File: src/rtl/tbr_pkg.sv
// Shared types and constants for the triangle bounding-box rasterizer.
// Used by the register file, the setup and coverage logic and the top level.
package tbr_pkg;

   localparam int COORD_BITS_DEF = 12;
   localparam int DIM_W          = 12;
   localparam int COLOR_W        = 32;
   localparam int PIX_W          = 11;
   localparam int ADDR_W         = 4;
   localparam int DATA_W         = 32;
   localparam int REG_IDX_W      = 2;

   localparam logic OP_START   = 1'b0;
   localparam logic OP_ADVANCE = 1'b1;

   localparam logic [REG_IDX_W-1:0] REG_IMAGE_WIDTH  = 2'd0;
   localparam logic [REG_IDX_W-1:0] REG_IMAGE_HEIGHT = 2'd1;
   localparam logic [REG_IDX_W-1:0] REG_PIXEL_COLOR  = 2'd2;

   localparam logic [DIM_W-1:0]   IMAGE_WIDTH_RST  = 12'd640;
   localparam logic [DIM_W-1:0]   IMAGE_HEIGHT_RST = 12'd480;
   localparam logic [COLOR_W-1:0] PIXEL_COLOR_RST  = '0;

   typedef struct packed {
      logic [DIM_W-1:0]   image_width;
      logic [DIM_W-1:0]   image_height;
      logic [COLOR_W-1:0] pixel_color;
   } csr_regs_type;

endpackage

File: src/rtl/tbr_bbox.sv
// Bounding-box setup: min/max of the vertices, culling and clamping to the image.
// Depends on tbr_pkg for the image dimension width.
module tbr_bbox
   import tbr_pkg::*;
#(
   parameter int COORD_BITS = COORD_BITS_DEF
) (
   input  logic signed [COORD_BITS-1:0] ax,
   input  logic signed [COORD_BITS-1:0] ay,
   input  logic signed [COORD_BITS-1:0] bx,
   input  logic signed [COORD_BITS-1:0] by,
   input  logic signed [COORD_BITS-1:0] cx,
   input  logic signed [COORD_BITS-1:0] cy,
   input  logic        [DIM_W-1:0]      image_width,
   input  logic        [DIM_W-1:0]      image_height,
   output logic        [COORD_BITS-1:0] left,
   output logic        [COORD_BITS-1:0] right,
   output logic        [COORD_BITS-1:0] bottom,
   output logic        [COORD_BITS-1:0] top,
   output logic                         box_active
);

   localparam int KW = ((COORD_BITS > DIM_W) ? COORD_BITS : DIM_W) + 2;

   logic signed [KW-1:0] ax_s, ay_s, bx_s, by_s, cx_s, cy_s;
   logic signed [KW-1:0] w_s, h_s;
   logic signed [KW-1:0] l_v, r_v, b_v, t_v;
   logic signed [KW-1:0] l_c, r_c, b_c, t_c;
   logic                 culled;

   assign ax_s = KW'(ax);
   assign ay_s = KW'(ay);
   assign bx_s = KW'(bx);
   assign by_s = KW'(by);
   assign cx_s = KW'(cx);
   assign cy_s = KW'(cy);
   assign w_s  = $signed(KW'(image_width));
   assign h_s  = $signed(KW'(image_height));

   always_comb begin
      l_v = ax_s;
      if (l_v > bx_s) l_v = bx_s;
      if (l_v > cx_s) l_v = cx_s;
      r_v = ax_s;
      if (r_v < bx_s) r_v = bx_s;
      if (r_v < cx_s) r_v = cx_s;
      b_v = ay_s;
      if (b_v > by_s) b_v = by_s;
      if (b_v > cy_s) b_v = cy_s;
      t_v = ay_s;
      if (t_v < by_s) t_v = by_s;
      if (t_v < cy_s) t_v = cy_s;

      culled = (l_v > w_s) || (r_v < 0) || (t_v < 0) || (b_v > h_s);

      l_c = (l_v < 0) ? '0 : l_v;
      r_c = (r_v > w_s) ? w_s : r_v;
      b_c = (b_v < 0) ? '0 : b_v;
      t_c = (t_v > h_s) ? h_s : t_v;
      if (culled) begin
         l_c = '0;
         r_c = '0;
         b_c = '0;
         t_c = '0;
      end
   end

   assign left       = l_c[COORD_BITS-1:0];
   assign right      = r_c[COORD_BITS-1:0];
   assign bottom     = b_c[COORD_BITS-1:0];
   assign top        = t_c[COORD_BITS-1:0];
   assign box_active = !culled && (l_c < r_c) && (b_c < t_c);

endmodule

File: config.mk
export PLATFORM = sky130hd
export DESIGN_NAME = tbr_bbox
export DESIGN_NICKNAME = d
export VERILOG_FILES = /design/src/rtl/tbr_pkg.sv /design/src/rtl/tbr_bbox.sv
export SDC_FILE = /design/constraint.sdc
export NUM_CORES = 1
export LEC_CHECK = 0
export BUFFER_PORTS_ARGS = -buffer_cell sky130_fd_sc_hd__buf_2
export CORE_MARGIN = 2
export CORE_UTILIZATION = 61
export DETAILED_ROUTE_END_ITERATION = 10
export PLACE_DENSITY = 0.9
export SYNTH_ARGS = -nofsm -noshare
export SYNTH_HDL_FRONTEND = slang
export SYNTH_SLANG_ARGS = --single-unit
export TNS_END_PERCENT = 100
File: constraint.sdc
create_clock -name vclk -period 25.5
set_input_delay 5.1 -clock vclk [all_inputs]
set_output_delay 5.1 -clock vclk [all_outputs]
set_load 0.01 [all_outputs]
* Word-level counts from Yosys, hierarchy flattened
Index checks and enable logic that the tools add are counted.
** Word-level totals
- Word-level logic and storage cells :: 40
- Output and inout bits :: 49
- Bits in registers :: 0
** Operators by class
- Reduce and logical (&&, ||, !) cells :: 6
- Multiplexer cells :: 16
- Magnitude comparators :: 18
** Operator list (number)
- $mux W14 :: 16
- $gt A14 B13 Y1 :: 4
- $lt A14 B1 Y1 const B :: 4
- $gt A14 B12 Y1 :: 2
- $lt A14 B12 Y1 :: 2
- $lt A14 B14 Y1 :: 2
- $gt A12 B12 Y1 :: 2
- $lt A12 B12 Y1 :: 2
- $logic_or A1 B1 Y1 :: 3
- $logic_and A1 B1 Y1 :: 2
- $logic_not A1 Y1 :: 1

* Longest topological paths before layout
- Word-level depth :: 12
- Mapped depth :: 46

* Worst setup path before layout
Ideal clock, no wire load.
- Path type :: input to output
- Start :: input port bx[11]
- End :: output port box_active
- Cell stages on the path :: 46
- Required time :: 20.400 ns
- Setup slack :: 7.239 ns
- Arrival :: 13.161 ns
- Buffers on the path :: 6
- Cell sequence :: inv_1 > ha_1 > nand4_4 > nor3_4 > o22a_2 > o31a_1 > clkbuf_1 > clkbuf_1 > nand2_1 > o21ai_0 > ha_1 > and4_1 > and2_1 > o21ai_0 > o21ai_0 > nor2b_1 > and2_1 > clkbuf_1 > [10 not listed] > o211ai_1 > ha_1 > o31a_1 > and2_4 > buf_6 > buf_2 > mux2i_1 > or2_2 > ha_1 > a21o_1 > a21o_1 > a221oi_1 > o21ai_0 > nor2_1 > o21ai_0 > nor4_1 > nor4b_1 > a2111oi_2
** On the way
- Cells in the longest elaborated chain, start to end :: 12
** RTL lines
- from (decl) :: RTL line tbr_bbox.sv:10 : input logic signed [COORD_BITS-1:0] bx,
- $gt A12 B12 Y1 / $lt A12 B12 Y1 (equally long branches) :: RTL line tbr_bbox.sv:42, tbr_bbox.sv:45
- $mux W14 (on tied branches) :: RTL line tbr_bbox.sv:42, tbr_bbox.sv:45
- $gt A14 B12 Y1 / $lt A14 B12 Y1 (equally long branches) :: RTL line tbr_bbox.sv:43, tbr_bbox.sv:46
- $mux W14 (on tied branches) :: RTL line tbr_bbox.sv:43, tbr_bbox.sv:46
- $gt A14 B13 Y1 / $lt A14 B1 Y1 (equally long branches) :: RTL line tbr_bbox.sv:54 : culled = (l_v > w_s) || (r_v < 0) || (t_v < 0) || (b_v > h_s);
- $logic_or A1 B1 Y1 (3 in a row) :: RTL line tbr_bbox.sv:54
- $mux W14 :: RTL line tbr_bbox.sv:60 : if (culled) begin
- $lt A14 B14 Y1 :: RTL line tbr_bbox.sv:72 : assign box_active = !culled && (l_c < r_c) && (b_c < t_c);
- $logic_and A1 B1 Y1 :: RTL line tbr_bbox.sv:72
- $logic_and A1 B1 Y1 (*) :: RTL line tbr_bbox.sv:72
- to (decl) :: RTL line tbr_bbox.sv:20 : output logic box_active
Every way passes the cells marked *; elsewhere a longest branch is shown, timed or not.

* Final worst setup path
Ends and elaborated chain as after synthesis.

==> run_results.csv <==
group,metric,value,unit
worst_setup_path,crit_fanout,12,
grt,grt_pass1_wl,26.4,mm
placement,place_congestion,0.980,
yosys,netlist.area_leader.share,30.9,%
final_layout,clockBufferCount,0,
yosys,syn-mean-instance-area,7.23,µm²
pwr,p_clk_share,0,%
yosys,synthMuxAreaShare,12.9,%
sta,finalSetupViolCount,0,
worst_setup_path,setup.worst_path.start,"bx[11]",
final_layout,fin_util,70.5,%
grt,grt_pass1_vias,5807,
die,num_rows,35,
yosys,ys_seq_area_share,0,%
routing,vias_per_cell,6.22,
sta,slew_headroom,21.5,%
yosys,yosysTopAreaCell,"ha_1",
pwr,pwr-share-comb,100.0,%
placement,hpwl,14.2,mm
routing,drc,0,
placement,post-place-ws,6.20,ns
sta,worst-slew-pin-transition,1.18,ns
yosys,synthTopCellsByArea,"ha_1 31%, mux2_2 10%, inv_1 6.1%",
routing,wirelength,16.2,mm
sta,layout_setup_ws,6.01,ns
final_layout,fin_nets,1143,
cts,holdBufCountCts,0,
yosys,ys_warn_count,0,
placement,dp_cells,1017,
pwr,vdd_drop_max,0.0324,mV
min_path,worstHoldPathCells,4,
yosys,syn-cell-area,5630,µm²
final_layout,antenna_cells,0,
grt,grt_max_degree,35,
die,die_w,100,µm
final_layout,seq_cells,0,
die,die_h,100,µm
die,coreArea,9110,µm²
yosys,synth_top_cells_by_count,"139 x ha_1, 91 x inv_1, 74 x nor2_1, 67 x a21oi_1, 52 x mux2_2",
yosys,yosysMostFrequentCell,"ha_1",
worst_setup_path,endpoint_kind,"output pin",
min_path,worstHoldEndpoint,"right[8]",
sta,rsz0062_at_grt,"false",
cts,postCtsSetupRepairBufs,0,
placement,port_buffers,143,
sta,slew_violations,0,
pwr,switching_share,57.3,%
grt,grt_overflow,0,
pwr,p_leak,3.50,nW
yosys,synthXorXnorAreaFrac,0,%
run_status,outcome,"finished clean",
sta,min_period_over_period,76.4,%
sta,fin_crit,19.49,ns
worst_setup_path,worst_path_largest_cell_delay,0.78,ns
yosys,synth_fa_ha_area_share,30.9,%
routing,detail_route.iter0.violations,417,
routing,antenna_left,0,
yosys,synth-simple-area-share,24.9,%
final_layout,seq_area,0,µm²
min_path,hold_path.class,"input port to output pin",
pwr,p_per_area,44.8,nW/µm²
grt,antenna_found_initial,0,
min_path,min-delay-start,"image_width[8]",
die,io_pins,145,
grt,grt_usage,31.5,%
worst_setup_path,crit_type,"input port to output pin",
pwr,power_frac_seq,0,%
worst_setup_path,cp.required,20.40,ns
sta,finalHoldViolations,0,
yosys,syn-instance-count,779,
final_layout,area.growth.synth_to_final,14.1,%
worst_setup_path,worstSetupStartpointType,"input port",
yosys,synth_compound_area_share,23.5,%
sta,setup_tns,0,ns
worst_setup_path,critPathSlowestCell,"nor2_1",
yosys,synth_cell_types,71,
routing,firstDrtPassIters,5,
pwr,total_power,288,µW
routing,routedWlPerCell,15.9,µm
worst_setup_path,critPathArrivalTime,14.39,ns
die,die_area,10000,µm²
placement,dpl-instance-area,6430,µm²
final_layout,fin_cells,1017,
sta,timing.hold.ws,10.56,ns
pwr,internal_power,123,µW
final_layout,drive_gt1_share,26.4,%
run,cap_violations,0,
die,start_util,61.9,%
final_layout,final_area,6430,µm²
cts,ctsResizeCount,0,
pwr,p_sw,165,µW
routing,via_count,6321,
sta,maxClockFrequency,0.0513,GHz
yosys,synth_top_family_by_area,"adder cells",
-- critical path, delay by kind of cell --
kind | cells | cell delay (ns)
AO/OA/AOI/OAI | 13 | 2.94
adder cells (fa/ha/maj) | 4 | 1.32
buffers and inverters | 4 | 0.42
multiplexers | 2 | 0.94
AND/OR/NAND/NOR | 13 | 3.68
-- routing by layer --
layer,vias up,GRT usage (%),share of wire [%]
li1,3124,-,-
met1,2916,46.7,48
met2,257,52.0,45
met3,24,0.487,6.5
met4,0,5.16,1.3
met5,-,0,0
-- area by class of cell --
class	instances	area, µm²
fillers	799	2680
repair buffers	147	746
well taps	111	139
multi-input cells	668	5200
inverters	91	342
-- cell families (layout without fill, tap and decap cells) --
family / count (synthesis) / count (layout)
simple gates: 262 / 262
compound gates: 200 / 200
other cells: 1 / 2
fa+ha+maj: 139 / 139
mux: 65 / 65
buf+inv: 112 / 238
-- power groups by stage --
stage	sequential, mW	clock (mW)	combinational, mW
floorplan	0	0	0.210
global placement	0	0	0.275
detailed placement	0	0	0.279
CTS	0	0	0.281
global route	0	0	0.320
finish	0	0	0.288
-- worst max path at each step --
| stage | slack (ns) | cells after the start | end |
|---|---|---|---|
| after floorplan | 7.24 | 46 | box_active |
| after global placement | 6.37 | 36 | box_active |
| after detailed placement | 6.20 | 36 | box_active |
| after CTS | 6.19 | 36 | box_active |
| after global routing | 5.23 | 35 | box_active |
| final | 6.01 | 36 | box_active |
-- placed cells by master (no fill, tap or decap), drive strengths merged, types with 2 or more instances in the layout --
cell	instances
a2111oi	2
a211o	2
a211oi	10
a21bo	2
a21boi	2
a21o	17
a21oi	67
a221oi	2
a311oi	3
a31oi	3
and2	17
and3	11
and4	10
buf	147
conb	2
ha	139
inv	91
mux2	54
mux2i	11
nand2	33
nand2b	11
nand3	19
nand4	20
nor2	74
nor2b	14
nor3	15
nor3b	2
nor4	4
nor4b	2
o2111ai	2
o211ai	9
o21a	13
o21ai	35
o221ai	4
o22a	2
o22ai	3
o31a	3
o31ai	5
o32a	2
or2	24
No activity file was read; power rests on OpenSTA's default activity.
