[config.mk]
export PLATFORM = sky130hd
export DESIGN_NAME = tbr_csr
export DESIGN_NICKNAME = d
export VERILOG_FILES = /design/src/rtl/tbr_pkg.sv /design/src/rtl/tbr_csr.sv
export SDC_FILE = /design/constraint.sdc
export NUM_CORES = 1
export LEC_CHECK = 0
export BUFFER_PORTS_ARGS = -buffer_cell sky130_fd_sc_hd__buf_2
export CELL_PAD_IN_SITES_DETAIL_PLACEMENT = 1
export CELL_PAD_IN_SITES_GLOBAL_PLACEMENT = 2
export CORE_ASPECT_RATIO = 0.9
export CORE_MARGIN = 5
export CORE_UTILIZATION = 25
export CTS_BUF_LIST = sky130_fd_sc_hd__clkbuf_8
export CTS_CLUSTER_SIZE = 14
export DETAILED_ROUTE_END_ITERATION = 10
export MAX_ROUTING_LAYER = met4
export PLACE_DENSITY_LB_ADDON = 0.1
export SLEW_MARGIN = 20
export SYNTH_ARGS = -nofsm -noshare
export SYNTH_HDL_FRONTEND = slang
export SYNTH_SLANG_ARGS = --single-unit
[constraint.sdc]
create_clock -name clock -period 1.3 [get_ports clock]
set_input_delay 0.13 -clock clock [delete_from_list [all_inputs] [get_ports clock]]
set_output_delay 0.13 -clock clock [all_outputs]
set_load 0.01 [all_outputs]
[src/rtl/tbr_pkg.sv]
// Shared types and constants for the triangle bounding-box rasterizer.
// Used by the register file, the setup and coverage logic and the top level.
package tbr_pkg;

   localparam int COORD_BITS_DEF = 12;
   localparam int DIM_W          = 12;
   localparam int COLOR_W        = 32;
   localparam int PIX_W          = 11;
   localparam int ADDR_W         = 4;
   localparam int DATA_W         = 32;
   localparam int REG_IDX_W      = 2;

   localparam logic OP_START   = 1'b0;
   localparam logic OP_ADVANCE = 1'b1;

   localparam logic [REG_IDX_W-1:0] REG_IMAGE_WIDTH  = 2'd0;
   localparam logic [REG_IDX_W-1:0] REG_IMAGE_HEIGHT = 2'd1;
   localparam logic [REG_IDX_W-1:0] REG_PIXEL_COLOR  = 2'd2;

   localparam logic [DIM_W-1:0]   IMAGE_WIDTH_RST  = 12'd640;
   localparam logic [DIM_W-1:0]   IMAGE_HEIGHT_RST = 12'd480;
   localparam logic [COLOR_W-1:0] PIXEL_COLOR_RST  = '0;

   typedef struct packed {
      logic [DIM_W-1:0]   image_width;
      logic [DIM_W-1:0]   image_height;
      logic [COLOR_W-1:0] pixel_color;
   } csr_regs_type;

endpackage

[src/rtl/tbr_csr.sv]
// Configuration register file behind the APB-style port.
// Depends on tbr_pkg for register indexes, widths and reset values.
module tbr_csr
   import tbr_pkg::*;
(
   input  logic              clock,
   input  logic              reset,
   input  logic              csr_psel,
   input  logic              csr_penable,
   input  logic              csr_pwrite,
   input  logic [ADDR_W-1:0] csr_paddr,
   input  logic [DATA_W-1:0] csr_pwdata,
   output logic [DATA_W-1:0] csr_prdata,
   output csr_regs_type      regs
);

   csr_regs_type           regs_ff;
   csr_regs_type           regs_in;
   logic [REG_IDX_W-1:0]   reg_idx;
   logic                   wr_en;

   assign reg_idx = csr_paddr[ADDR_W-1:2];
   assign wr_en   = csr_psel && csr_penable && csr_pwrite;

   always_comb begin
      regs_in = regs_ff;
      if (wr_en) begin
         case (reg_idx)
            REG_IMAGE_WIDTH:  regs_in.image_width  = csr_pwdata[DIM_W-1:0];
            REG_IMAGE_HEIGHT: regs_in.image_height = csr_pwdata[DIM_W-1:0];
            REG_PIXEL_COLOR:  regs_in.pixel_color  = csr_pwdata[COLOR_W-1:0];
            default:          regs_in = regs_ff;
         endcase
      end
   end

   always_ff @(posedge clock) begin
      if (reset) begin
         regs_ff.image_width  <= IMAGE_WIDTH_RST;
         regs_ff.image_height <= IMAGE_HEIGHT_RST;
         regs_ff.pixel_color  <= PIXEL_COLOR_RST;
      end else begin
         regs_ff <= regs_in;
      end
   end

   always_comb begin
      case (reg_idx)
         REG_IMAGE_WIDTH:  csr_prdata = DATA_W'(regs_ff.image_width);
         REG_IMAGE_HEIGHT: csr_prdata = DATA_W'(regs_ff.image_height);
         REG_PIXEL_COLOR:  csr_prdata = DATA_W'(regs_ff.pixel_color);
         default:          csr_prdata = '0;
      endcase
   end

   assign regs = regs_ff;

endmodule

After elaboration in Yosys (flattened, before gate mapping):

Cells that the tools add are included.

* reductions and logical operators: 6
* eq/ne operators: 2
* muxes and demuxes: 1

Operator list (number)
* 32-bit one-hot mux with 3 select lines: 1
* 2-bit AND reduction: 3
* 2-bit by 1-bit == test with 1-bit output, second input constant: 1
* 2-bit == test, second input constant: 1
* 1-bit logical AND: 2
* 2-bit logical NOT: 1

* logic and storage cells: 12
* bits in registers: 56
* output and inout port bits: 88
* input bits: 41

Logic depth before layout (Yosys ltp):

Gate-level depths: netlist of run 1.

* word-level depth: 3
* depth in mapped cells: 5
* gate-level depth less buffers: 3

Worst setup path after synthesis of run 1:

Ideal clock, no wire load.

* kind: input to output
* start: in csr_paddr[2]
* end: out csr_prdata[0]
* required time: 1.170 ns
* stages on the path: 5
* arrival time: 0.963 ns
* path buffers: 2
* slack: 0.207 ns
* path through: buf_6 and2b_2 clkbuf_1 nand2_1 o21ai_0

* word-level cells in the longest chain between the ends: 2
* elaborated cells between the ends (all ways): 4
* classes of those cells: eq/ne (2); mux (1); reduce/logical (1)

Ends and longest elaborated chain
* start: declaration: line tbr_csr.sv:11 `input logic [ADDR_W-1:0] csr_paddr,`
* 2-bit == test, or another cell as far along: line tbr_csr.sv:48 `case (reg_idx)`
* 32-bit one-hot mux with 3 select lines *: line tbr_csr.sv:48
* end: declaration: line tbr_csr.sv:13 `output logic [DATA_W-1:0] csr_prdata,`

Mark *: on every way between the ends. The rest lies on a longest branch, timed or not.

Worst setup path after layout of run 1:

* start: reg regs_ff (netlist bit regs[43])
* end: out csr_prdata[11]

* word-level cells in the longest chain between the ends: 1

Ends and longest elaborated chain
* start: declaration: line tbr_csr.sv:17 `csr_regs_type regs_ff;`
* start signal: assignment: line tbr_csr.sv:43 `regs_ff <= regs_in;`
* 32-bit one-hot mux with 3 select lines: line tbr_csr.sv:48

Every way passes these cells.

==> results of run 1 <==
[synth_stat cells, types with 2 or more instances]
| cell | instances |
|---|---|
| nor2_1 | 11 |
| nor3b_1 | 2 |
| nand2_1 | 12 |
| buf_2 | 3 |
| buf_6 | 3 |
| dfxtp_1 | 56 |
| nand2b_1 | 82 |
| and2_1 | 20 |
| mux2i_1 | 68 |
| o21ai_0 | 12 |
| buf_4 | 2 |
| clkbuf_1 | 14 |
[area by class of cell]
cell class | instances | area share
sequential | 56 | 0.301
antenna | 1 | 0.000663
timing repair buffer | 143 | 0.214
clock buffer | 5 | 0.0182
multi-input combinational | 213 | 0.409
clock inverter | 3 | 0.00696
tap | 152 | 0.0504
[worst max-delay path, cell delays in order (launching register included)]
cell and delay [ps]:
dfxtp_2 360, mux2i_1 60, o21ai_1 210, buf_2 170
[routing by layer]
layer | GRT usage | routed length, um | up-vias
li1 | - | - | 1204
met1 | 0.167 | 3880 | 1169
met2 | 0.215 | 3930 | 67
met3 | 0.0370 | 546 | 5
met4 | 0.0291 | 68 | 0
met5 | - | 0 | -
[power groups by stage]
stage | logic, W | clock network, W | registers (W)
2_1_floorplan | 0.000194 | 0 | 0.00180
3_3_place_gp | 0.000379 | 0 | 0.00179
3_5_place_dp | 0.000382 | 0 | 0.00179
4_1_cts | 0.000384 | 0.00113 | 0.00176
5_1_grt | 0.000419 | 0.00117 | 0.00176
6_report | 0.000377 | 0.00105 | 0.00175
[metrics by stage]
| stage | setup TNS, ps | utilization | power (W) | cells |
|---|---|---|---|---|
| after floorplan | 0 | - | 0.00200 | 291 |
| after detailed placement | 0 | 0.337 | 0.00218 | 563 |
| after CTS | 0 | 0.345 | 0.00327 | 571 |
| final | 0 | 0.348 | 0.00319 | 573 |
| after global routing | -19.9 | 0.348 | 0.00335 | 573 |
| after global placement | 0 | 0.337 | 0.00217 | 563 |
[timing repair]
action / 4_1_cts / 5_1_grt
setup buffers: 0 / 1
cloned: 0 / 0
pin swaps: 0 / 1
endpoints found under the setup margin: 1 / 15
resized for setup: 1 / 16
[placed cells by master, fill, tap and decap left out]
| cell | Yosys | layout |
|---|---|---|
| dfxtp_2 | 0 | 13 |
| dfxtp_1 | 56 | 43 |
| nor3b_2 | 0 | 2 |
| nor3_1 | 1 | 1 |
| o21ai_1 | 0 | 3 |
| buf_2 | 3 | 126 |
| inv_6 | 0 | 2 |
| clkbuf_8 | 0 | 5 |
| nand3_2 | 1 | 1 |
| nand2b_1 | 82 | 82 |
| diode_2 | 0 | 1 |
| o21ai_0 | 12 | 9 |
| and2b_4 | 0 | 1 |
| buf_12 | 0 | 4 |
| mux2i_1 | 68 | 68 |
| nand2_1 | 12 | 12 |
| or3_1 | 1 | 1 |
| clkinv_4 | 0 | 1 |
| or3b_1 | 1 | 1 |
| and2_1 | 20 | 20 |
| nor2_1 | 11 | 11 |
| nand4_2 | 1 | 1 |
| buf_4 | 2 | 13 |
[how the worst max path moves through the flow]
stage,from,endpoint,slack (ps),depth (start not counted)
2_1_floorplan,csr_paddr[2],csr_prdata[0],210,5
3_3_place_gp,csr_paddr[3],csr_prdata[7],70,6
3_5_place_dp,csr_paddr[2],regs[19],60,5
6_report,regs[43],csr_prdata[11],50,3
4_1_cts,regs[44],csr_prdata[0],9,3
5_1_grt,regs[43],csr_prdata[11],-20,3
[cells by family (layout without fill, tap and decap cells)]
kind of cell / after synthesis / count (layout) / share of synthesized area
other: 0 / 1 / 0
multiplexers: 68 / 68 / 0.246
buffers and inverters: 22 / 151 / 0.0420
flip-flops: 56 / 56 / 0.405
AND/OR/NAND/NOR: 133 / 133 / 0.286
AO/OA/AOI/OAI: 12 / 12 / 0.0217
==> key figures, run 1 <==
CTS
  – Total CTS buffers: 5
  – Maximum buffer depth of the clock tree: 2
  – Buffer type at the clock tree root: clkbuf_8
  – Clock tree from TritonCTS: yes
  – CTS sink count: 56
  – Cts hold-fix bufs: 0
  – Max H-tree Level: 2
  – Clock transition at the register clock pins on the worst setup and hold paths after CTS: 120 ps
  – Clock latency of the later-clocked register in the worst-skew pair: 310 ps

Yosys
  – Most common flop cell mapped by yosys: dfxtp_1
  – Yosys reg bits: 56
  – Portion of the post-synthesis area used by sequential elements: 0.405
  – Number of warning messages in the yosys log: 0
  – Post-Syn Nets: 332
  – Number of synthesized flops with an enable pin: 0
  – Cell area after synthesis: 2770 um^2
  – Instance count of the mapped netlist: 291
  – Asr flop ratio synth: 0
  – Top post-synthesis cells by area: dfxtp_1 40%, mux2i_1 25%, nand2b_1 19%
  – Synthesized area per cell: between 9 and 10 um^2
  – Proportion of netlist area held by the largest area contributor: 0.405
  – Library cell occupying the most area in the post-synthesis netlist: dfxtp_1
  – Number of different library cells in the post-synthesis netlist: 18

Timing
  – Largest clock skew in the final design: 0 ps
  – Final-layout worst hold slack: 60.0 ps
  – Count of pins over their slew limit: 0
  – Worst-margin pin slew: about 310 ps
  – # setup viols final: 0
  – Worst setup slack after layout: 50.7 ps
  – Final hold violation count: 0
  – Maximum clock frequency: approximately 800 MHz
  – Setup repair after global routing missed its margin: true
  – Final worst path period share: 0.961
  – Worst slew margin relative to its limit: 0.796
  – Tmin final: approximately 1200 ps

Global routing
  – Number of global-route vias before repair: 2591
  – Global-route wire length before repair: 13.6 mm
  – Maximum number of pins on one net before global-route repair: 94
  – Combined global-route utilization of all metal layers: 0.133
  – Sum of overflow across all layers after global routing: 0
  – Number of antenna violations at the first check in global routing: 1

Pwr
  – Design internal power: 0.00233 W
  – Proportion of power drawn by the clock network: 0.331
  – LEAKAGE: 1.81 nW
  – Net switching share of the total power: 0.270
  – Combinational fraction of design power: 0.118
  – Worst VDD drop: 0.433 mV
  – Net switching component of the power: approximately 0.00086 W
  – Sequential fraction of design power: 0.551
  – Power Density: 844 nW/um^2

Placement
  – GPL Wtd Cong: 0.689
  – HPWL Detailed: around 6.3 mm
  – Worst setup slack after placement: 56.6 ps
  – Dpl cell area: 3650 um^2
  – Total of buffers placed on input and output ports: 126

Flow run
  – Max cap viols: 0

Min path
  – Number of instances on the worst hold path: 3
  – Min-delay src: csr_pwdata[16]
  – Worst min-delay path class: primary input to register
  – Sink of the worst hold path: regs[16]

Floorplanning
  – Die outline area: 13300 um^2
  – Starting density of the core: 0.255
  – Die width: 121 um
  – Ports placed on the boundary: 129
  – Number of rows in the core area: 36
  – Total core area: 10900 um^2
  – Die height: 110 um

Routing
  – Via-to-Cell Ratio: approximately 4.3
  – Remaining design rule violation count: 0
  – Wirelength per Cell: 14.7 um
  – Total number of vias: between 2000 and 2500
  – 1st-iter DRT viols: 64
  – Total iterations of the first detailed-routing run: 4
  – Count of nets left with antenna violations after detail routing: 0
  – DRT Wirelength: 8.43 mm

Cells and area
  – Layout Nets: 460
  – Layout cell share with drive strength beyond 1: 0.402
  – Area growth from synthesis to final layout: 36.4%
  – Multi-input gate area: between 1500 and 2000 um^2
  – Sequential standard cell area: 1140 um^2
  – Fill cell count: between 1000 and 1500
  – Post-route design area: 3780 um^2
  – Max reg flops: 56

Setup path
  – Crit path max fanout: 3
  – Worst setup slack for register-to-register paths: 610 ps
  – Path depth of the worst reg2reg path: 3
  – Beginning of the worst register-to-register path: regs[43]
  – Crit. End Element: output port
  – Worst Setup Path Type: register to output port
  – Crit Reg-Reg Endpoint: regs[43]
  – Data required time at the worst endpoint: ~1200 ps
  – Critical Path Start Type: register
  – Endpoint arrival time on the critical path: 1120 ps

Outcome
  – Run status: finished, final reports clean
Power figures use the tool's default switching activity.
==> inputs of run 2 (changes only) <==
--- a/config.mk
+++ b/config.mk
@@ -16,6 +16,7 @@
 export DETAILED_ROUTE_END_ITERATION = 10
 export MAX_ROUTING_LAYER = met4
 export PLACE_DENSITY_LB_ADDON = 0.1
+export RECOVER_POWER = 50
 export SLEW_MARGIN = 20
 export SYNTH_ARGS = -nofsm -noshare
 export SYNTH_HDL_FRONTEND = slang
==> key figures, run 2 (synthesis gave the netlist of run 1 again) <==
Pwr
  – Worst VDD drop: 0.434 mV (+0.17%)
  – Power Density: 855 nW/um^2 (+1.3%)
  – LEAKAGE: 1.77 nW (-2.1%)
  – Proportion of power drawn by the clock network: 0.332 (about the same)
  – Combinational fraction of design power: 0.116 (-0.002)
  – Net switching component of the power: 0.000857 W (-0.27%)
  – Power after layout: 0.00318 W (-0.24%)
  – Sequential fraction of design power: 0.552 (about the same)
  – Net switching share of the total power: 0.270 (about the same)
  – Design internal power: 0.00232 W (-0.23%)

Setup path
  – Crit path max fanout: 3 (unchanged)
  – Critical path's largest stage delay: 360 ps (about the same)
  – Crit. End Element: output port
  – Data required time at the worst endpoint: 1170 ps (about the same)
  – Endpoint arrival time on the critical path: 1120 ps (about the same)
  – Max stage delay cell, worst path: dfxtp_2
  – Cell Chain, Critical Path: mux2i_1, o21ai_1, buf_2
  – Critical Path Start Type: register
  – Worst Setup Path Type: register to output port
  – Path depth of the worst reg2reg path: 3 (unchanged)

CTS
  – Clock transition at the register clock pins on the worst setup and hold paths after CTS: 120 ps (about the same)
  – Buffer type at the clock tree root: clkbuf_8
  – Clock latency of the later-clocked register in the worst-skew pair: 310 ps (about the same)
  – Maximum buffer depth of the clock tree: 2 (unchanged)
  – Total CTS buffers: 5 (unchanged)
  – Cts hold-fix bufs: 0 (unchanged)
  – Clock tree from TritonCTS: yes
  – CTS sink count: 56 (unchanged)
  – Max H-tree Level: 2 (unchanged)

Floorplanning
  – Die outline area: 13300 um^2 (unchanged)
  – Number of rows in the core area: 36 (unchanged)
  – Die height: 110 um (unchanged)
  – Total core area: 10900 um^2 (unchanged)
  – Ports placed on the boundary: 129 (unchanged)
  – Starting density of the core: 0.255 (unchanged)
  – Die width: 121 um (unchanged)

Routing
  – Via-to-Cell Ratio: 4.26 (-0.12%)
  – Remaining design rule violation count: 0 (unchanged)
  – Total iterations of the first detailed-routing run: 4 (unchanged)
  – DRT Wirelength: 8.44 mm (+0.11%)
  – Total number of vias: 2442 (-0.12%)
  – 1st-iter DRT viols: 61 (-4.7%)
  – Wirelength per Cell: 14.7 um (+0.11%)
  – Count of nets left with antenna violations after detail routing: 0 (unchanged)

Timing
  – Tmin final: 1250 ps (-4.22 ps)
  – Largest clock skew in the final design: 0 ps (unchanged)
  – Setup repair after global routing missed its margin: true
  – Worst-margin pin slew: 673 ps (+366 ps)
  – # setup viols final: 0 (unchanged)
  – Count of pins over their slew limit: 0 (unchanged)
  – Maximum clock frequency: 803 MHz (+0.34%)
  – Final hold violation count: 0 (unchanged)
  – Final worst path period share: 0.958 (-0.00325)
  – Worst slew margin relative to its limit: 0.551 (-0.244)

Cells and area
  – Most frequent cells in the layout: 122 x buf_2, 82 x nand2b_1, 68 x mux2i_1
  – Post-route design area: 3720 um^2 (-1.5%)
  – Layout cell share with drive strength beyond 1: 0.386 (-0.0167)
  – Fill cell count: 1295 (+0.47%)
  – Area growth from synthesis to final layout: 34.3%
  – Most common cell after layout, fill and taps aside: buf_2
  – Sequential standard cell area: 1140 um^2 (unchanged)
  – Layout Nets: 460 (unchanged)
  – Multi-input gate area: 1530 um^2 (-0.73%)
  – Max reg flops: 56 (unchanged)

Flow run
  – Max cap viols: 0 (unchanged)

Global routing
  – Global-route wire length before repair: 13.6 mm (unchanged)
  – Number of global-route vias before repair: 2591 (unchanged)
  – Combined global-route utilization of all metal layers: 0.133 (unchanged)
  – Number of antenna violations at the first check in global routing: 1 (unchanged)
  – Maximum number of pins on one net before global-route repair: 94 (unchanged)
  – Sum of overflow across all layers after global routing: 0 (unchanged)

Placement
  – Dpl cell area: 3650 um^2 (unchanged)
  – Total of buffers placed on input and output ports: 126 (unchanged)
  – GPL Wtd Cong: 0.689 (unchanged)
  – HPWL Detailed: 6.31 mm (unchanged)

Outcome
  – Run status: finished, final reports clean

Min path
  – Number of instances on the worst hold path: 3 (unchanged)
  – Worst min-delay path class: primary input to register
run 2: critical path: cells and delay by family, from the launching register on:
kind | cells | cell delay, ps
flops | 1 | 360
compound gates | 1 | 200
buf+inv | 1 | 170
mux | 1 | 60
run 2: cell type report:
type / instances / share of cell area
Multi-Input combinational cell: 213 / 0.412
Sequential cell: 56 / 0.306
Timing Repair Buffer: 143 / 0.205
Tap cell: 152 / 0.0511
Clock buffer: 5 / 0.0185
Clock inverter: 3 / 0.00707
Antenna cell: 1 / 0.000673
run 2: path summary, 6_finish.rpt:
kind | startpoint | endpoint | slack, ps
worst min-delay path | csr_pwdata[16] | regs[16] | 60
worst max register to register | regs[43] | regs[43] | 610
worst max-delay path | regs[43] | csr_prdata[11] | 50
worst min register to register | regs[24] | regs[24] | 490
run 2: through the flow:
stage | TNS (ps) | hold WS, ps | worst slack [ps] | std cells | util
after floorplan | 0 | 285 | 207 | 291 | -
after global placement | 0 | 391 | 74.8 | 563 | 0.337
after detailed placement | 0 | 404 | 56.6 | 563 | 0.337
after CTS | 0 | 43.5 | 9.50 | 571 | 0.345
after global routing | -19.9 | 54.7 | -19.9 | 573 | 0.343
final | 0 | 59.9 | 54.9 | 573 | 0.343
run 2: power groups by stage:
stage	Sequential [W]	Clock (W)	Combinational, W
4_1_cts	0.00176	0.00113	0.000384
3_5_place_dp	0.00179	0	0.000382
3_3_place_gp	0.00179	0	0.000379
2_1_floorplan	0.00180	0	0.000194
6_report	0.00175	0.00106	0.000369
5_1_grt	0.00176	0.00117	0.000412
run 2: repair_timing:
item	in CTS	in global routing
pin swaps	0	1
buffers inserted	0	1
endpoints found under the setup margin	1	15
gates resized for setup	1	16
cloned	0	0
run 2: per-layer routing:
| metal | global-route usage | routed length (um) | part of all wire | vias to the layer above |
|---|---|---|---|---|
| met3 | 0.0370 | 546 | 0.065 | 5 |
| met5 | - | 0 | 0 | - |
| met2 | 0.215 | 4000 | 0.47 | 67 |
| met1 | 0.167 | 3820 | 0.45 | 1168 |
| met4 | 0.0291 | 68 | 0.0081 | 0 |
| li1 | - | - | - | 1202 |
